--- src/rtl/core/wps_pkg.sv ---
// wps_pkg: shared types, constants and the arctangent table of the waypoint sequencer
// used by wps_cordic, waypoint_sequencer and wps_checker; depends on nothing else
`timescale 1ns / 1ps

package wps_pkg;

    // defaults for the top-level parameters
    localparam int unsigned MAX_WAYPOINTS_DEF = 256;
    localparam int unsigned CORDIC_STEPS_DEF  = 14;

    // cordic formats: angle with 2^31 equal to pi, vector with 16 fraction bits added
    localparam int unsigned ATAN_ENTRIES = 20;
    localparam int unsigned ATAN_IDX_W   = 5;
    localparam int unsigned ANGLE_W      = 32;
    localparam int unsigned CORDIC_W     = 36;
    localparam int unsigned QUAT_W       = 16;
    localparam int unsigned QUAT_SHIFT   = 16;

    localparam logic [ANGLE_W-1:0] ANGLE_PI   = 32'h8000_0000;
    localparam logic [ANGLE_W-1:0] YAW_ROUND  = 32'h0000_4000;

    // configuration registers
    localparam int unsigned CFG_IDX_W  = 2;
    localparam int unsigned CFG_DATA_W = 31;
    localparam int unsigned POS_THR_W  = 31;
    localparam int unsigned HEAD_THR_W = 15;
    localparam int unsigned WP_COUNT_W = 9;

    localparam logic [CFG_IDX_W-1:0] CFG_POSITION_THRESHOLD = 2'd0;
    localparam logic [CFG_IDX_W-1:0] CFG_HEADING_THRESHOLD  = 2'd1;
    localparam logic [CFG_IDX_W-1:0] CFG_WAYPOINT_COUNT     = 2'd2;

    localparam logic [POS_THR_W-1:0]  POS_THR_RESET  = 31'd65536;
    localparam logic [HEAD_THR_W-1:0] HEAD_THR_RESET = 15'd1820;
    localparam logic [WP_COUNT_W-1:0] WP_COUNT_RESET = 9'd1;

    // input item
    typedef struct packed {
        logic               mode;
        logic [7:0]         entry_index;
        logic signed [31:0] pos_x;
        logic signed [31:0] pos_y;
        logic signed [31:0] pos_z;
        logic signed [15:0] heading;
        logic signed [15:0] quat_z;
        logic signed [15:0] quat_w;
    } req_t;

    // result item
    typedef struct packed {
        logic signed [31:0] cmd_x;
        logic signed [31:0] cmd_y;
        logic signed [31:0] cmd_z;
        logic signed [15:0] cmd_heading;
        logic [7:0]         cmd_index;
        logic               advanced;
    } rsp_t;

    // one waypoint table entry
    typedef struct packed {
        logic signed [31:0] x;
        logic signed [31:0] y;
        logic signed [31:0] z;
        logic signed [15:0] heading;
    } wp_entry_t;

    // cordic unit status toward the sequencer
    typedef struct packed {
        logic busy;
        logic done;
    } cordic_status_t;

    // atan(2^-i) with 2^31 equal to pi
    function automatic logic [ANGLE_W-1:0] atan_entry(input logic [ATAN_IDX_W-1:0] i);
        logic [ANGLE_W-1:0] a;
        unique case (i)
            5'd0:    a = 32'd536870912;
            5'd1:    a = 32'd316933406;
            5'd2:    a = 32'd167458907;
            5'd3:    a = 32'd85004756;
            5'd4:    a = 32'd42667331;
            5'd5:    a = 32'd21354465;
            5'd6:    a = 32'd10679838;
            5'd7:    a = 32'd5340245;
            5'd8:    a = 32'd2670163;
            5'd9:    a = 32'd1335087;
            5'd10:   a = 32'd667544;
            5'd11:   a = 32'd333772;
            5'd12:   a = 32'd166886;
            5'd13:   a = 32'd83443;
            5'd14:   a = 32'd41722;
            5'd15:   a = 32'd20861;
            5'd16:   a = 32'd10430;
            5'd17:   a = 32'd5215;
            5'd18:   a = 32'd2608;
            5'd19:   a = 32'd1304;
            default: a = '0;
        endcase
        return a;
    endfunction

endpackage

--- src/rtl/core/wps_cordic.sv ---
// wps_cordic: iterative vectoring cordic, one micro-rotation per cycle on a shared shifter
// gives atan2(quat_z, quat_w) with 2^31 equal to pi; depends on wps_pkg
`timescale 1ns / 1ps

module wps_cordic #(
    parameter int unsigned CORDIC_STEPS = wps_pkg::CORDIC_STEPS_DEF
) (
    input  logic                              clk,
    input  logic                              rst_n,
    input  logic                              start,
    input  logic signed [wps_pkg::QUAT_W-1:0] quat_z,
    input  logic signed [wps_pkg::QUAT_W-1:0] quat_w,
    output wps_pkg::cordic_status_t           status,
    output logic [wps_pkg::ANGLE_W-1:0]       angle
);

    localparam int unsigned STEPS = (CORDIC_STEPS < wps_pkg::ATAN_ENTRIES) ?
                                    CORDIC_STEPS : wps_pkg::ATAN_ENTRIES;
    localparam int unsigned CNT_W = $clog2(STEPS);
    localparam int unsigned EXT_W = wps_pkg::CORDIC_W - wps_pkg::QUAT_W - wps_pkg::QUAT_SHIFT;
    localparam logic [CNT_W-1:0] LAST_STEP = CNT_W'(STEPS - 1);

    logic signed [wps_pkg::CORDIC_W-1:0] x_reg, x_next;
    logic signed [wps_pkg::CORDIC_W-1:0] y_reg, y_next;
    logic [wps_pkg::ANGLE_W-1:0]         ang_reg, ang_next;
    logic [CNT_W-1:0]                    cnt_reg, cnt_next;
    logic                                zero_reg, zero_next;
    logic                                busy_reg, busy_next;
    logic                                done_reg, done_next;

    logic signed [wps_pkg::CORDIC_W-1:0] x_init, y_init;
    logic signed [wps_pkg::CORDIC_W-1:0] x_shift, y_shift;
    logic [wps_pkg::ANGLE_W-1:0]         atan_val;
    logic                                y_pos;

    // inputs scaled by 2^16, sign extended
    assign x_init = {{EXT_W{quat_w[wps_pkg::QUAT_W-1]}}, quat_w, {wps_pkg::QUAT_SHIFT{1'b0}}};
    assign y_init = {{EXT_W{quat_z[wps_pkg::QUAT_W-1]}}, quat_z, {wps_pkg::QUAT_SHIFT{1'b0}}};

    // shared shifter and table lookup for the current step
    assign x_shift  = x_reg >>> cnt_reg;
    assign y_shift  = y_reg >>> cnt_reg;
    assign atan_val = wps_pkg::atan_entry(wps_pkg::ATAN_IDX_W'(cnt_reg));
    assign y_pos    = !y_reg[wps_pkg::CORDIC_W-1] && (y_reg != '0);

    // next state
    always_comb
    begin
        x_next    = x_reg;
        y_next    = y_reg;
        ang_next  = ang_reg;
        cnt_next  = cnt_reg;
        zero_next = zero_reg;
        busy_next = busy_reg;
        done_next = done_reg;
        if (start)
        begin
            // start: load the vector, turning it by pi first in the left half plane
            zero_next = (quat_z == '0) && (quat_w == '0);
            cnt_next  = '0;
            busy_next = 1'b1;
            done_next = 1'b0;
            if (quat_w[wps_pkg::QUAT_W-1])
            begin
                x_next   = -x_init;
                y_next   = -y_init;
                ang_next = wps_pkg::ANGLE_PI;
            end
            else
            begin
                x_next   = x_init;
                y_next   = y_init;
                ang_next = '0;
            end
        end
        else if (busy_reg)
        begin
            // one micro-rotation toward the x axis
            if (y_pos)
            begin
                x_next   = x_reg + y_shift;
                y_next   = y_reg - x_shift;
                ang_next = ang_reg + atan_val;
            end
            else
            begin
                x_next   = x_reg - y_shift;
                y_next   = y_reg + x_shift;
                ang_next = ang_reg - atan_val;
            end
            cnt_next = cnt_reg + 1'b1;
            if (cnt_reg == LAST_STEP)
            begin
                busy_next = 1'b0;
                done_next = 1'b1;
            end
        end
    end

    // control registers
    always_ff @(posedge clk or negedge rst_n)
    begin
        if (!rst_n)
        begin
            cnt_reg  <= '0;
            busy_reg <= 1'b0;
            done_reg <= 1'b0;
        end
        else
        begin
            cnt_reg  <= cnt_next;
            busy_reg <= busy_next;
            done_reg <= done_next;
        end
    end

    // datapath registers
    always_ff @(posedge clk)
    begin
        x_reg    <= x_next;
        y_reg    <= y_next;
        ang_reg  <= ang_next;
        zero_reg <= zero_next;
    end

    assign status.busy = busy_reg;
    assign status.done = done_reg;
    assign angle       = zero_reg ? '0 : ang_reg;

endmodule

--- config.mk ---
export PLATFORM = sky130hd
export DESIGN_NAME = wps_cordic
export DESIGN_NICKNAME = d
export VERILOG_FILES = /design/src/rtl/core/wps_pkg.sv /design/src/rtl/core/wps_cordic.sv
export SDC_FILE = /design/constraint.sdc
export NUM_CORES = 1
export LEC_CHECK = 0
export BUFFER_PORTS_ARGS = -buffer_cell sky130_fd_sc_hd__buf_2
export CAP_MARGIN = 15
export CORE_MARGIN = 10
export CORE_UTILIZATION = 55
export CTS_CLUSTER_SIZE = 25
export DETAILED_ROUTE_END_ITERATION = 8
export PLACE_DENSITY = 0.72
export SYNTH_ARGS = -nofsm -noshare
export SYNTH_HDL_FRONTEND = slang
export SYNTH_SLANG_ARGS = --single-unit
--- constraint.sdc ---
create_clock -name clk -period 9.7 [get_ports clk]
set_input_delay 1.94 -clock clk [delete_from_list [all_inputs] [get_ports clk]]
set_output_delay 1.94 -clock clk [all_outputs]
set_load 0.01 [all_outputs]
==> Implementation_results.wiki <==
{| class="wikitable"
! Metric !! Value
|-
| Worst Path Required || 9850 ps
|-
| Kind of path behind the tightest hold check || reg -> reg
|-
| Transition at the pin with the smallest max-transition slack || between 1000 and 1500 ps
|-
| Post-CTS setup repair buffer count || 0
|-
| Number of vias per cell after detailed routing || around 6.5
|-
| Nets || approximately 2200
|-
| Setup repair after global routing missed its margin || no
|-
| IO Pins || 69
|-
| Maximum clock rate || about 0.13 GHz
|-
| Number of nets with antenna violations after routing || 0
|-
| Remaining Overflow, GRT || 0
|-
| Number of cells on the worst reg-to-reg path || 20
|-
| Die height || ~200 µm
|-
| Fraction of synthesis flops using an asynchronous set or reset pin || 5.405%
|-
| Kind of end point of the critical path || flip-flop
|-
| Result of the run || finished clean
|-
| Number of global-route vias before repair || approximately 15000
|-
| Biggest area consumer among synthesized cells || sky130_fd_sc_hd__edfxtp_1
|-
| Minimum setup slack among reg-to-reg paths || approximately 2300 ps
|-
| WP data arrival || ~7600 ps
|-
| Drc violations || 0
|-
| EDFF count, synth || 105
|-
| Average cell area after synthesis || ~8.3 µm²
|-
| Initial cell density of the core || between 50 and 60%
|-
| Final clock period utilization by the worst path || approximately 77%
|-
| Hold Vio Cnt, Final || 0
|-
| Worst-Skew Late Latency || around 390 ps
|-
| Sequential share of the synthesized area || around a fifth
|-
| Most used DFF post-synth || sky130_fd_sc_hd__edfxtp_1
|-
| Max H-tree Level || 3
|-
| N_diodes || 0
|-
| Worst R2R Start || cnt_reg[2]$_DFFE_PN0P_
|-
| Distinct cells, synth || just under 90
|-
| Count of endpoints failing setup in the final report || 0
|-
| Proportion of layout cells with a drive suffix above 1 || 10.81%
|-
| Root Buffer || sky130_fd_sc_hd__clkbuf_16
|-
| Routed len/inst || about 22 µm
|-
| Initial antenna violation count || 0
|-
| Synthesis-stage register bit count || around 110
|-
| Biggest area contributors in the synthesized netlist || sky130_fd_sc_hd__edfxtp_1 19%, sky130_fd_sc_hd__ha_1 8.5%, sky130_fd_sc_hd__xnor2_1 6.5%, sky130_fd_sc_hd__mux4_2 6.3%, sky130_fd_sc_hd__nor2_1 4.6%
|-
| Routability-driven placement congestion ratio || between 1 and 1.5
|-
| Global-route wire length before repair || about 82000 µm
|-
| Area added between synthesis and finish || 4.481%
|-
| Max-Slew Margin vs Limit || 28.93%
|-
| Count of warnings emitted by yosys || 0
|-
| Area of the mapped netlist || between 15000 and 20000 µm²
|-
| Clock tree from TritonCTS || done
|-
| Critical Path Fanout Max || 72
|-
| Clk sink count || approximately 110
|-
| Post-cts sizing count || 0
|-
| First-pass iteration count of the detailed router || 5
|-
| Worst Hold Depth || 2
|-
| Reg-to-Reg End || y_reg[35]$_DFFE_PP_
|-
| End of the worst hold path || done_reg$_DFFE_PN0P_
|-
| Crit path launch type || flip-flop
|-
| Combined global-route utilization of all metal layers || between 20% and 30%
|-
| Final slew viol count || 0
|-
| Worst clock skew on the final layout || roughly 7.9 ps
|-
| Clk slew on worst S/H paths || roughly 80 ps
|-
| Total placed cells including tap cells || about 2400
|-
| Worst Path Class, Setup || reg -> reg
|-
| Cell with the most instances after synthesis || sky130_fd_sc_hd__nor2_1
|-
| Die X-Extent || between 150 and 200 µm
|-
| Minimum clock period after layout || 7435 ps
|-
| Die area || between 30000 and 40000 µm²
|-
| Post-route standard cell area excluding fillers || between 15000 and 20000 µm²
|-
| Number of max-cap violations || 0
|-
| Clock Tree Buf Depth || 2
|-
| PortBufs || 68
|-
| Wire length after detailed routing || roughly 52000 µm
|-
| Number of DRC markers after the initial detailed-route iteration || ~1400
|-
| Core Region || around 30000 µm²
|-
| Post-detailed-placement cell area || between 15000 and 20000 µm²
|-
| Commonest cells in the netlist || 206 x sky130_fd_sc_hd__nor2_1, 196 x sky130_fd_sc_hd__nand2_1, 154 x sky130_fd_sc_hd__a21oi_1
|-
| Synthesized Nets || 2167
|-
| Number of clock buffers inserted by TritonCTS || 9
|-
| Yosys top cell area share || around a fifth
|-
| Post-route setup TNS || 0 ps
|-
| Post-CTS Hold Fix Bufs || 0
|-
| Maximum number of pins on one net before global-route repair || around 90
|-
| Final HPWL from detailed placement || 39620 µm
|-
| Final core utilization || 58.69%
|-
| Instance count of the mapped netlist || between 2000 and 2500
|-
| Post-route non-filler standard cell count || 2398
|-
| Vias after detailed routing || approximately 16000
|-
| Worst Min Path Start || done_reg$_DFFE_PN0P_
|-
| Row Count || 63
|}
==> kinds of logic (layout without fill, tap and decap cells) <==
group | after synthesis | count (layout) | share of synthesized area (%)
compound gates | 577 | 577 | 22.11
flops | 111 | 111 | 19.68
fa+ha+maj | 117 | 117 | 8.858
xor+xnor | 201 | 201 | 10.49
simple gates | 693 | 693 | 19.42
buf+inv | 161 | 154 | 4.444
mux | 155 | 155 | 14.99
==> per-stage QoR <==
stage,hold slack (ps),setup slack (ps)
2_1_floorplan,467.3,2680
3_3_place_gp,515.0,2363
3_5_place_dp,519.6,2246
4_1_cts,540.0,2209
5_1_grt,576.9,1659
6_report,539.6,2265
==> area by class of cell <==
| class | count | area (µm²) |
|---|---|---|
| Tap cell | 390 | 488.0 |
| Inverter | 51 | 191.4 |
| Fill cell | 2809 | 12340 |
| Clock inverter | 5 | 58.81 |
| Clock buffer | 11 | 232.7 |
| Timing Repair Buffer | 87 | 485.5 |
| Sequential cell | 111 | 3316 |
| Multi-Input combinational cell | 1743 | 12760 |
==> critical path, cell delays in order, from the launching register on <==
cell and delay (ps):
sky130_fd_sc_hd__dfrtp_4 900, sky130_fd_sc_hd__clkinv_1 830, sky130_fd_sc_hd__buf_4 490, sky130_fd_sc_hd__mux4_2 470, sky130_fd_sc_hd__a222oi_1 510, sky130_fd_sc_hd__nand4_1 250
sky130_fd_sc_hd__or4b_1 520, sky130_fd_sc_hd__or3_1 420, sky130_fd_sc_hd__nand2_1 120, sky130_fd_sc_hd__xor2_1 170, sky130_fd_sc_hd__ha_1 320, sky130_fd_sc_hd__and4_1 270
sky130_fd_sc_hd__and4_1 260, sky130_fd_sc_hd__nand3_1 110, sky130_fd_sc_hd__nand3_1 100, sky130_fd_sc_hd__and3_1 200, sky130_fd_sc_hd__nor3_1 460, sky130_fd_sc_hd__a211oi_1 180
sky130_fd_sc_hd__o211ai_1 230, sky130_fd_sc_hd__a21oi_1 90, sky130_fd_sc_hd__o31a_1 270
==> cell usage in the layout, fill, tap and decap left out, types with 17 or more instances in the layout <==
cell type,count
sky130_fd_sc_hd__a211oi_1,26
sky130_fd_sc_hd__a21o_1,46
sky130_fd_sc_hd__a21oi_1,154
sky130_fd_sc_hd__buf_2,67
sky130_fd_sc_hd__buf_4,20
sky130_fd_sc_hd__edfxtp_1,105
sky130_fd_sc_hd__ha_1,114
sky130_fd_sc_hd__inv_1,46
sky130_fd_sc_hd__mux2_2,41
sky130_fd_sc_hd__mux2i_1,44
sky130_fd_sc_hd__mux4_1,19
sky130_fd_sc_hd__mux4_2,47
sky130_fd_sc_hd__nand2_1,196
sky130_fd_sc_hd__nand2b_1,31
sky130_fd_sc_hd__nand3_1,35
sky130_fd_sc_hd__nand4_1,17
sky130_fd_sc_hd__nor2_1,206
sky130_fd_sc_hd__nor2b_1,57
sky130_fd_sc_hd__nor3_1,58
sky130_fd_sc_hd__o21a_1,29
sky130_fd_sc_hd__o21ai_0,143
sky130_fd_sc_hd__o31ai_1,22
sky130_fd_sc_hd__or3_1,18
sky130_fd_sc_hd__xnor2_1,124
sky130_fd_sc_hd__xor2_1,77
==> per-layer routing <==
| metal | routed length (µm) | vias to the layer above | GRT usage (%) |
|---|---|---|---|
| li1 | - | 7499 | - |
| met1 | 21660 | 7455 | 33.51 |
| met2 | 25140 | 605 | 45.50 |
| met3 | 3254 | 113 | 3.373 |
| met4 | 2074 | 0 | 10.85 |
| met5 | 0 | - | 0 |
==> how the worst max path moves through the flow <==
stage | startpoint | end | slack [ps] | cells after the start
CTS | cnt_reg[0]$_DFFE_PN0P_ | ang_reg[31]$_DFFE_PP_ | 2210 | 20
detailed placement | cnt_reg[0]$_DFFE_PN0P_ | ang_reg[31]$_DFFE_PP_ | 2250 | 20
global route | cnt_reg[2]$_DFFE_PN0P_ | y_reg[35]$_DFFE_PP_ | 1660 | 20
finish | cnt_reg[2]$_DFFE_PN0P_ | y_reg[35]$_DFFE_PP_ | 2260 | 20
global placement | cnt_reg[0]$_DFFE_PN0P_ | ang_reg[31]$_DFFE_PP_ | 2360 | 21
floorplan | cnt_reg[1]$_DFFE_PN0P_ | ang_reg[30]$_SDFFCE_PP0P_ | 2680 | 26
Power is left out: the tool's default activity adds up to more than one toggle a clock period on the data nets, which glitch-free logic cannot reach.
